===== src/rtl/wtfp_pkg.sv =====
// Shared types and constants for the write-track format parser.
// No dependencies; imported by every module of the block.
`timescale 1ns / 1ps

package wtfp_pkg;

    // Default sizing
    localparam int DEF_BUFFER_BYTES = 16384;
    localparam int DEF_HEADER_BYTES = 8;
    localparam int DEF_FLAG_OFFSET  = 4;
    localparam int DEF_SIZE_OFFSET  = 6;
    localparam int DEF_GAP_LIMIT    = 256;
    localparam int DEF_QUEUE_DEPTH  = 2;

    // Fixed field widths
    localparam int ADDR_W = 14;
    localparam int LEN_W  = 15;
    localparam int BYTE_W = 8;
    localparam int FP_W   = 11;
    localparam int SIZE_W = 11;

    // Format bytes
    localparam logic [7:0] BYTE_GAP   = 8'h4E;
    localparam logic [7:0] BYTE_SYNC  = 8'h00;
    localparam logic [7:0] BYTE_END   = 8'hF4;
    localparam logic [7:0] BYTE_A1    = 8'hF5;
    localparam logic [7:0] BYTE_C2    = 8'hF6;
    localparam logic [7:0] BYTE_IDXAM = 8'hFC;
    localparam logic [7:0] BYTE_IDAM  = 8'hFE;
    localparam logic [7:0] BYTE_DAM   = 8'hFB;
    localparam logic [7:0] BYTE_DDAM  = 8'hF8;
    localparam logic [7:0] BYTE_CRC   = 8'hF7;

    // Input action codes
    localparam logic ACT_START = 1'b0;
    localparam logic ACT_DATA  = 1'b1;

    typedef enum logic [6:0] {
        M_END  = 7'b0000001,
        M_GAP  = 7'b0000010,
        M_SYNC = 7'b0000100,
        M_IM   = 7'b0001000,
        M_AM   = 7'b0010000,
        M_ID   = 7'b0100000,
        M_DATA = 7'b1000000
    } t_mode;

    // One classified item: either one result, or a pair of byte writes
    // to consecutive addresses (the little-endian size word).
    typedef struct packed {
        logic              pair;
        logic              we;
        logic [ADDR_W-1:0] addr;
        logic [BYTE_W-1:0] val;
        logic [BYTE_W-1:0] val_hi;
        logic              done;
        logic              err;
        logic [7:0]        sectors;
        logic [LEN_W-1:0]  img_len;
        logic              active;
    } t_cmd;

endpackage


===== src/rtl/wtfp_front.sv =====
// Front end: accepts input items, runs the format mode machine and
// emits one command per item. Depends on wtfp_pkg.
`timescale 1ns / 1ps

module wtfp_front #(
    parameter int BUFFER_BYTES = wtfp_pkg::DEF_BUFFER_BYTES,
    parameter int HEADER_BYTES = wtfp_pkg::DEF_HEADER_BYTES,
    parameter int FLAG_OFFSET  = wtfp_pkg::DEF_FLAG_OFFSET,
    parameter int SIZE_OFFSET  = wtfp_pkg::DEF_SIZE_OFFSET,
    parameter int GAP_LIMIT    = wtfp_pkg::DEF_GAP_LIMIT
) (
    input  logic            i_clk,
    input  logic            i_rst_n,
    input  logic            i_valid,
    output logic            o_ready,
    input  logic            i_action,
    input  logic [7:0]      i_data_byte,
    input  logic            i_drive_writable,
    input  logic            i_motor_on,
    input  logic            i_full,
    output logic            o_push,
    output wtfp_pkg::t_cmd  o_cmd
);
    import wtfp_pkg::*;

    localparam int POS_W = $clog2(BUFFER_BYTES + 1);
    localparam int SUM_W = POS_W + 2;

    logic              r_active, n_active;
    t_mode             r_mode, n_mode;
    logic [FP_W-1:0]   r_fp, n_fp;
    logic [POS_W-1:0]  r_img, n_img;
    logic [POS_W-1:0]  r_dpos, n_dpos;
    logic [SIZE_W-1:0] r_dsize, n_dsize;
    logic [7:0]        r_sectors, n_sectors;
    logic [1:0]        r_size_n, n_size_n;

    logic              accept;
    logic [FP_W-1:0]   fp_inc;
    logic [SIZE_W-1:0] sz;
    logic [SUM_W-1:0]  fit_sum;
    logic [POS_W-1:0]  hdr_dpos;
    logic [POS_W:0]    addr_calc;
    logic [31:0]       len_ext;
    logic              we, pair, done, err;
    logic [7:0]        val, val_hi;

    assign o_ready = !i_full;
    assign accept  = i_valid && !i_full;
    assign o_push  = accept;

    assign fp_inc   = r_fp + FP_W'(1);
    assign sz       = SIZE_W'(128) << r_size_n;
    assign fit_sum  = SUM_W'(r_img) + SUM_W'(2 * HEADER_BYTES) + SUM_W'(sz);
    assign hdr_dpos = r_img + POS_W'(HEADER_BYTES);

    always_comb begin
        n_active  = r_active;
        n_mode    = r_mode;
        n_fp      = r_fp;
        n_img     = r_img;
        n_dpos    = r_dpos;
        n_dsize   = r_dsize;
        n_sectors = r_sectors;
        n_size_n  = r_size_n;
        we        = 1'b0;
        pair      = 1'b0;
        done      = 1'b0;
        err       = 1'b0;
        val       = '0;
        val_hi    = '0;
        addr_calc = '0;

        if (i_action == ACT_START) begin
            n_active = i_drive_writable;
            if (i_drive_writable) begin
                n_img     = '0;
                n_mode    = M_END;
                n_sectors = '0;
                n_fp      = '0;
                n_dpos    = '0;
                n_dsize   = '0;
                n_size_n  = '0;
            end
        end else if (r_active && i_motor_on) begin
            unique case (r_mode)
                M_END: begin
                    if (i_data_byte == BYTE_GAP) begin
                        n_mode = M_GAP;
                        n_fp   = '0;
                    end
                end
                M_GAP: begin
                    if (i_data_byte == BYTE_GAP) begin
                        n_fp = fp_inc;
                        done = ({1'b0, fp_inc} >= (FP_W + 1)'(GAP_LIMIT));
                    end else if (i_data_byte == BYTE_SYNC) begin
                        n_mode = M_SYNC;
                    end else if (i_data_byte == BYTE_END) begin
                        done = 1'b1;
                    end else begin
                        err = 1'b1;
                    end
                end
                M_SYNC: begin
                    if (i_data_byte == BYTE_A1) n_mode = M_AM;
                    else if (i_data_byte == BYTE_C2) n_mode = M_IM;
                    else if (i_data_byte != BYTE_SYNC) err = 1'b1;
                end
                M_IM: begin
                    if (i_data_byte == BYTE_IDXAM) n_mode = M_END;
                    else if (i_data_byte != BYTE_C2) err = 1'b1;
                end
                M_AM: begin
                    if (i_data_byte == BYTE_IDAM) begin
                        n_mode = M_ID;
                        n_fp   = '0;
                    end else if (i_data_byte == BYTE_DAM || i_data_byte == BYTE_DDAM) begin
                        n_mode = M_DATA;
                        n_fp   = '0;
                        if (r_dsize != '0) begin
                            // deleted-data flag in the header of the current sector
                            we        = 1'b1;
                            addr_calc = (POS_W + 1)'(r_dpos) - (POS_W + 1)'(HEADER_BYTES)
                                        + (POS_W + 1)'(FLAG_OFFSET);
                            val       = {7'd0, (i_data_byte == BYTE_DDAM)};
                        end
                    end
                end
                M_ID: begin
                    if (r_fp == '0 && i_data_byte == BYTE_IDAM) begin
                        // repeated ID mark, skip
                    end else if (r_fp < FP_W'(4)) begin
                        we        = 1'b1;
                        addr_calc = (POS_W + 1)'(r_img) + (POS_W + 1)'(r_fp);
                        val       = i_data_byte;
                        if (r_fp == FP_W'(3)) begin
                            n_size_n = (i_data_byte > 8'd3) ? 2'd3 : i_data_byte[1:0];
                        end
                        n_fp = fp_inc;
                    end else if (i_data_byte == BYTE_CRC) begin
                        n_mode = M_END;
                        if (fit_sum <= SUM_W'(BUFFER_BYTES)) begin
                            n_dpos    = hdr_dpos;
                            n_dsize   = sz;
                            n_img     = hdr_dpos + POS_W'(sz);
                            n_sectors = r_sectors + 8'd1;
                            we        = 1'b1;
                            pair      = 1'b1;
                            addr_calc = (POS_W + 1)'(r_img) + (POS_W + 1)'(SIZE_OFFSET);
                            val       = sz[7:0];
                            val_hi    = {5'd0, sz[10:8]};
                        end else begin
                            err = 1'b1;
                        end
                    end
                end
                M_DATA: begin
                    if (r_fp == '0 && (i_data_byte == BYTE_DAM || i_data_byte == BYTE_DDAM)) begin
                        // repeated data mark, skip
                    end else if (r_fp < r_dsize) begin
                        we        = 1'b1;
                        addr_calc = (POS_W + 1)'(r_dpos) + (POS_W + 1)'(r_fp);
                        val       = i_data_byte;
                        n_fp      = fp_inc;
                    end else if (i_data_byte == BYTE_CRC) begin
                        n_mode  = M_END;
                        n_dsize = '0;
                    end
                end
                default: n_mode = M_END;
            endcase
            if (done || err) n_active = 1'b0;
        end
    end

    assign len_ext = 32'(n_img);

    always_comb begin
        o_cmd.pair    = pair;
        o_cmd.we      = we;
        o_cmd.addr    = addr_calc[ADDR_W-1:0];
        o_cmd.val     = val;
        o_cmd.val_hi  = val_hi;
        o_cmd.done    = done;
        o_cmd.err     = err;
        o_cmd.sectors = n_sectors;
        o_cmd.img_len = len_ext[LEN_W-1:0];
        o_cmd.active  = n_active;
    end

    always_ff @(posedge i_clk) begin
        if (!i_rst_n) begin
            r_active  <= 1'b0;
            r_mode    <= M_END;
            r_fp      <= '0;
            r_img     <= '0;
            r_dpos    <= '0;
            r_dsize   <= '0;
            r_sectors <= '0;
            r_size_n  <= '0;
        end else if (accept) begin
            r_active  <= n_active;
            r_mode    <= n_mode;
            r_fp      <= n_fp;
            r_img     <= n_img;
            r_dpos    <= n_dpos;
            r_dsize   <= n_dsize;
            r_sectors <= n_sectors;
            r_size_n  <= n_size_n;
        end
    end

endmodule


===== src/rtl/wtfp_queue.sv =====
// Short command queue between front and back end.
// Depends on wtfp_pkg for the command type.
`timescale 1ns / 1ps

module wtfp_queue #(
    parameter int DEPTH = wtfp_pkg::DEF_QUEUE_DEPTH
) (
    input  logic            i_clk,
    input  logic            i_rst_n,
    input  logic            i_push,
    input  wtfp_pkg::t_cmd  i_cmd,
    output logic            o_full,
    output logic            o_empty,
    output wtfp_pkg::t_cmd  o_head,
    input  logic            i_pop
);
    import wtfp_pkg::*;

    localparam int PTR_W = (DEPTH > 1) ? $clog2(DEPTH) : 1;
    localparam int CNT_W = $clog2(DEPTH + 1);

    t_cmd             r_mem [DEPTH];
    logic [PTR_W-1:0] r_wr, r_rd;
    logic [CNT_W-1:0] r_cnt;
    logic             do_push, do_pop;

    assign o_full  = (r_cnt == CNT_W'(DEPTH));
    assign o_empty = (r_cnt == '0);
    assign o_head  = r_mem[r_rd];
    assign do_push = i_push && !o_full;
    assign do_pop  = i_pop && !o_empty;

    always_ff @(posedge i_clk) begin
        if (do_push) r_mem[r_wr] <= i_cmd;
    end

    always_ff @(posedge i_clk) begin
        if (!i_rst_n) begin
            r_wr  <= '0;
            r_rd  <= '0;
            r_cnt <= '0;
        end else begin
            if (do_push) r_wr <= (r_wr == PTR_W'(DEPTH - 1)) ? '0 : r_wr + PTR_W'(1);
            if (do_pop)  r_rd <= (r_rd == PTR_W'(DEPTH - 1)) ? '0 : r_rd + PTR_W'(1);
            if (do_push && !do_pop)      r_cnt <= r_cnt + CNT_W'(1);
            else if (do_pop && !do_push) r_cnt <= r_cnt - CNT_W'(1);
        end
    end

endmodule


===== src/rtl/wtfp_back.sv =====
// Back end: expands queued commands into results and holds them in the
// output register until the sink takes them. Depends on wtfp_pkg.
`timescale 1ns / 1ps

module wtfp_back (
    input  logic                        i_clk,
    input  logic                        i_rst_n,
    input  logic                        i_empty,
    input  wtfp_pkg::t_cmd              i_head,
    output logic                        o_pop,
    output logic                        o_valid,
    input  logic                        i_ready,
    output logic                        o_write_enable,
    output logic [wtfp_pkg::ADDR_W-1:0] o_write_address,
    output logic [7:0]                  o_write_value,
    output logic                        o_track_done,
    output logic                        o_track_error,
    output logic [7:0]                  o_sector_count,
    output logic [wtfp_pkg::LEN_W-1:0]  o_image_length,
    output logic                        o_parser_active,
    output logic                        o_last
);
    import wtfp_pkg::*;

    logic              r_valid;
    logic              r_second;
    logic              r_we, r_done, r_err, r_active, r_last;
    logic [ADDR_W-1:0] r_addr;
    logic [7:0]        r_val, r_sectors;
    logic [LEN_W-1:0]  r_len;
    logic              load, take;

    assign load  = !r_valid || i_ready;
    assign take  = load && !i_empty;
    // pair commands leave the queue only after their second result
    assign o_pop = take && (!i_head.pair || r_second);

    always_ff @(posedge i_clk) begin
        if (!i_rst_n) begin
            r_valid  <= 1'b0;
            r_second <= 1'b0;
        end else if (load) begin
            r_valid  <= !i_empty;
            if (take) r_second <= i_head.pair && !r_second;
        end
    end

    always_ff @(posedge i_clk) begin
        if (take) begin
            r_we      <= i_head.we;
            r_addr    <= r_second ? i_head.addr + ADDR_W'(1) : i_head.addr;
            r_val     <= r_second ? i_head.val_hi : i_head.val;
            r_done    <= i_head.done;
            r_err     <= i_head.err;
            r_sectors <= i_head.sectors;
            r_len     <= i_head.img_len;
            r_active  <= i_head.active;
            r_last    <= !i_head.pair || r_second;
        end
    end

    assign o_valid         = r_valid;
    assign o_write_enable  = r_we;
    assign o_write_address = r_addr;
    assign o_write_value   = r_val;
    assign o_track_done    = r_done;
    assign o_track_error   = r_err;
    assign o_sector_count  = r_sectors;
    assign o_image_length  = r_len;
    assign o_parser_active = r_active;
    assign o_last          = r_last;

endmodule


===== src/rtl/write_track_format_parser_core.sv =====
// Write-track format parser, top level: front end, command queue, back end.
// Depends on wtfp_pkg, wtfp_front, wtfp_queue and wtfp_back.
//
// Takes one input item per clock while the queue has room. Each item yields
// one result, except an accepted ID CRC byte, which yields two (the low and
// high size bytes); a two-entry command queue absorbs the extra result, and
// o_ready is low while it is full. An item's first result reaches the
// output through the queue and the back end's output register. All parser
// state sits in the front end and is updated in the cycle of the transfer.
`timescale 1ns / 1ps

module write_track_format_parser_core #(
    parameter int BUFFER_BYTES = wtfp_pkg::DEF_BUFFER_BYTES,
    parameter int HEADER_BYTES = wtfp_pkg::DEF_HEADER_BYTES,
    parameter int FLAG_OFFSET  = wtfp_pkg::DEF_FLAG_OFFSET,
    parameter int SIZE_OFFSET  = wtfp_pkg::DEF_SIZE_OFFSET,
    parameter int GAP_LIMIT    = wtfp_pkg::DEF_GAP_LIMIT
) (
    input  logic                        i_clk,
    input  logic                        i_rst_n,
    input  logic                        i_valid,
    output logic                        o_ready,
    input  logic                        i_action,
    input  logic [7:0]                  i_data_byte,
    input  logic                        i_drive_writable,
    input  logic                        i_motor_on,
    output logic                        o_valid,
    input  logic                        i_ready,
    output logic                        o_write_enable,
    output logic [wtfp_pkg::ADDR_W-1:0] o_write_address,
    output logic [7:0]                  o_write_value,
    output logic                        o_track_done,
    output logic                        o_track_error,
    output logic [7:0]                  o_sector_count,
    output logic [wtfp_pkg::LEN_W-1:0]  o_image_length,
    output logic                        o_parser_active,
    output logic                        o_last
);
    import wtfp_pkg::*;

    t_cmd push_cmd, head_cmd;
    logic push, pop, full, empty;

    wtfp_front #(
        .BUFFER_BYTES (BUFFER_BYTES),
        .HEADER_BYTES (HEADER_BYTES),
        .FLAG_OFFSET  (FLAG_OFFSET),
        .SIZE_OFFSET  (SIZE_OFFSET),
        .GAP_LIMIT    (GAP_LIMIT)
    ) u_front (
        .i_clk            (i_clk),
        .i_rst_n          (i_rst_n),
        .i_valid          (i_valid),
        .o_ready          (o_ready),
        .i_action         (i_action),
        .i_data_byte      (i_data_byte),
        .i_drive_writable (i_drive_writable),
        .i_motor_on       (i_motor_on),
        .i_full           (full),
        .o_push           (push),
        .o_cmd            (push_cmd)
    );

    wtfp_queue #(
        .DEPTH (DEF_QUEUE_DEPTH)
    ) u_queue (
        .i_clk   (i_clk),
        .i_rst_n (i_rst_n),
        .i_push  (push),
        .i_cmd   (push_cmd),
        .o_full  (full),
        .o_empty (empty),
        .o_head  (head_cmd),
        .i_pop   (pop)
    );

    wtfp_back u_back (
        .i_clk           (i_clk),
        .i_rst_n         (i_rst_n),
        .i_empty         (empty),
        .i_head          (head_cmd),
        .o_pop           (pop),
        .o_valid         (o_valid),
        .i_ready         (i_ready),
        .o_write_enable  (o_write_enable),
        .o_write_address (o_write_address),
        .o_write_value   (o_write_value),
        .o_track_done    (o_track_done),
        .o_track_error   (o_track_error),
        .o_sector_count  (o_sector_count),
        .o_image_length  (o_image_length),
        .o_parser_active (o_parser_active),
        .o_last          (o_last)
    );

endmodule


===== config.mk =====
export PLATFORM = sky130hd
export DESIGN_NAME = write_track_format_parser_core
export DESIGN_NICKNAME = d
export VERILOG_FILES = /design/src/rtl/wtfp_pkg.sv /design/src/rtl/wtfp_front.sv /design/src/rtl/wtfp_queue.sv /design/src/rtl/wtfp_back.sv /design/src/rtl/write_track_format_parser_core.sv
export SDC_FILE = /design/constraint.sdc
export NUM_CORES = 1
export LEC_CHECK = 0
export ABC_AREA = 1
export BUFFER_PORTS_ARGS = -buffer_cell sky130_fd_sc_hd__buf_2
export CAP_MARGIN = 20
export CORE_ASPECT_RATIO = 1.75
export CORE_MARGIN = 2
export CORE_UTILIZATION = 54
export CTS_CLUSTER_DIAMETER = 150
export DETAILED_ROUTE_END_ITERATION = 8
export GPL_TIMING_DRIVEN = 0
export PLACE_DENSITY = 0.74
export SKIP_CTS_REPAIR_TIMING = 1
export SLEW_MARGIN = 15
export SYNTH_ARGS = -nofsm -noshare
export SYNTH_HDL_FRONTEND = slang
export SYNTH_SLANG_ARGS = --single-unit

===== constraint.sdc =====
create_clock -name i_clk -period 5.3 [get_ports i_clk]
set_input_delay 0.53 -clock i_clk [delete_from_list [all_inputs] [get_ports i_clk]]
set_output_delay 0.53 -clock i_clk [all_outputs]
set_load 0.01 [all_outputs]

==> metrics <==
status completed; nets about 1,600; CP Max Fanout 7; FP Rows 73; Yosys cell types 55; Fin Hold WS roughly 0.35 ns; Final Hold Viols 0; syn avg cell area 8.45 µm²; CP delay by family, top simple AND/OR/NAND/NOR gates; Worst path depth 17; Slew headroom 46.3%; core area around 0.023 mm²; # DRC 0; vias in the first global route 10,500; initial antenna violation count 0; Yosys top cell by area edfxtp_1; Clock Sink Count 225; period utilization 81.9%; WP data required about 5.6 ns; Die Height 204 µm; vias per inst 5.66; Initial Util 54.5%; data arrival time of the critical path 4.62 ns; most instantiated library cell after synthesis nand2_1; latest clock arrival within the worst-skew pair 0.51 ns; EDFF count, synth 156; antenna cells 0; max-cap viol count 0; IO Port Bufs 66; max incr delay on CP roughly 0.44 ns; GP Congestion 0.989; Min-Delay Path Class input pin to flip-flop; list of most frequent post-synthesis cells nand2_1 (307), inv_1 (168), nor2_1 (168); reg2reg end u_queue.r_mem[1][15]; Leak 5.78 nW; Synth-to-Final Area Change 12.7%; Cells after Synth around 1,500; die width 118 µm; R2R depth 17; R2R Path Start u_front.r_img[3]; critical path launch point type flip-flop; final WL 35.3 mm; slowest stage cell, crit path xor2_1; die area roughly 0.024 mm²; async set-reset flop share out of synthesis 0%; worst-margin pin slew 0.804 ns; Yosys reg bits 225; crit path time final 4.34 ns; Hold Path Depth 4; share of cells above drive strength 1 approximately 10%; ranking of synthesized cells by area edfxtp_1 (38%), dfxtp_1 (11%), nand2_1 (9.4%), inv_1 (5.1%), nor2_1 (5.1%); Peak Freq 230 MHz; Worst R2R Setup Slack 0.96 ns; min-delay src i_ready; worst path buffer plus inverter count 4; via count 10,500; Pwr per Cell Area 392 mW/mm²; hold endpoint u_back.o_valid; first-pass GRT wire length between 50 and 60 mm; Root Driver clkbuf_16; initial DRC count 912; CP Class flip-flop to flip-flop; gr usage total roughly 30%; IO Pins 67; Max H-tree Level 1; Num CTS Buffers 21; register area share after synthesis a little under 50%; pin count of the biggest net entering global routing 30; Fin Clk Skew 0.0121 ns; RSZ-0062 raised after global routing false; non-filler cells, final 1,862; yosys warns 0; Netlist Area Pre-Place 0.0123 mm²; final setup vio count 0; CTS tree built; Max VDD drop 0.211 mV; Crit. End Element flip-flop; Final HPWL DP 27.6 mm; Syn Nets 1,515; Max Transition Viols Final 0; WL per Instance around 19 µm; ANT nets after route 0; DRT Pass-1 Iters 6; Post-synth top flop edfxtp_1; gr ovfl total 0; critical path, cell by cell clkbuf_1, inv_1, nor2_1, inv_1, nor2_1, xor2_1, inv_1, ha_1, nand2_1, nand2_1, a21oi_1, nor2_1, o21ai_0, nor3_1, o211ai_1, nand3_1, o21ai_0; area fraction of the dominant cell type after synthesis 38.1%; clk slew on worst S/H paths ~0.070 ns; CTS max path bufs 3; DP Cell Count 1,824
-- per-stage QoR --
stage               total power, W  setup slack, ns  util, %  TNS [ns]  cell area (µm²)
finish                     0.00544            0.958     61.4         0            13900
global route               0.00569            0.807     61.4         0            13900
CTS                        0.00546             1.15     61.4         0            13900
detailed placement         0.00384             1.17     58.1         0            13100
global placement           0.00377           -0.876     57.6     -2.26            13000
floorplan                  0.00333            0.883        -         0            12300
-- worst min-delay path, cell delays in order --
cell and delay (ns):
buf_2 0.07, nor2_1 0.06, nor2_1 0.11, nor2_1 0.04
-- registers in the layout, summed over array words and instances, names as in the netlist, named ones only --
signal	cells
u_front.r_active	1
u_back.o_track_done	1
u_queue.r_wr	1
u_back.o_write_address	14
u_back.o_parser_active	1
u_front.r_mode	7
u_back.o_write_enable	1
u_queue.r_cnt	2
u_back.o_sector_count	8
u_front.r_fp	11
u_queue.r_mem	106
u_back.r_second	1
u_front.r_size_n	2
u_back.o_image_length	15
u_front.r_sectors	8
u_front.r_dpos	14
u_back.o_last	1
u_back.o_write_value	8
u_back.o_valid	1
u_front.r_img	15
u_queue.r_rd	1
u_front.r_dsize	4
u_back.o_track_error	1
-- cells in the final DEF, fill, tap and decap left out, drive strengths merged, types with 2 or more instances in the layout --
| cell type | instances |
|---|---|
| a211oi | 2 |
| a21o | 2 |
| a21oi | 106 |
| a221oi | 2 |
| a41oi | 3 |
| and3 | 2 |
| buf | 81 |
| bufinv | 4 |
| clkbuf | 46 |
| clkinv | 14 |
| dfxtp | 69 |
| edfxtp | 156 |
| fa | 4 |
| ha | 42 |
| inv | 177 |
| mux2i | 7 |
| nand2 | 316 |
| nand3 | 86 |
| nand4 | 23 |
| nor2 | 177 |
| nor3 | 34 |
| nor4 | 7 |
| o2111ai | 7 |
| o211ai | 9 |
| o21a | 3 |
| o21ai | 97 |
| o22ai | 8 |
| o31ai | 3 |
| o32ai | 7 |
| or2 | 11 |
| xnor2 | 10 |
| xor2 | 38 |
-- power breakdown --
group / internal [W] / switching (W) / leakage (nW)
Combinational: 0.000431 / 0.000888 / 3.34
Clock: 0.000942 / 0.000687 / 0.365
Sequential: 0.00237 / 0.000119 / 2.07
-- worst max-delay path by stage --
stage / start / end / slack [ns]
5_1_grt: u_front.r_img[3] / u_queue.r_mem[1][15] / 0.81
4_1_cts: u_front.r_img[3] / u_queue.r_mem[0][15] / 1.15
6_report: u_front.r_img[3] / u_queue.r_mem[1][15] / 0.96
2_1_floorplan: i_ready / u_queue.r_cnt[1] / 0.88
3_3_place_gp: i_ready / u_queue.r_cnt[1] / -0.88
3_5_place_dp: u_front.r_img[3] / u_queue.r_mem[1][15] / 1.17
-- cell type report --
cell class	instances	area, µm²
inverter	180	677
timing repair buffer	70	418
clock inverter	16	218
buffer	35	149
fill	1982	8710
clock buffer	22	529
sequential	225	6070
multi-input combinational	1014	5420
tap	300	375
-- kinds of logic after synthesis --
| kind of cell | share of synthesized area [%] |
|---|---|
| mux | 0.570 |
| compound gates | 11.7 |
| xor+xnor | 3.42 |
| simple gates | 23.3 |
| fa+ha+maj | 4.93 |
| buf+inv | 6.72 |
| flops | 49.4 |
-- per-layer routing --
layer  vias to the layer above  track usage (%)  part of all wire [%]
li1                       5114                -                     -
met2                       381             56.5                    53
met5                         -                0                     0
met3                       120             2.96                   5.2
met1                      4917             31.3                    35
met4                         0             17.3                   6.2
Power figures use the tool's default switching activity.
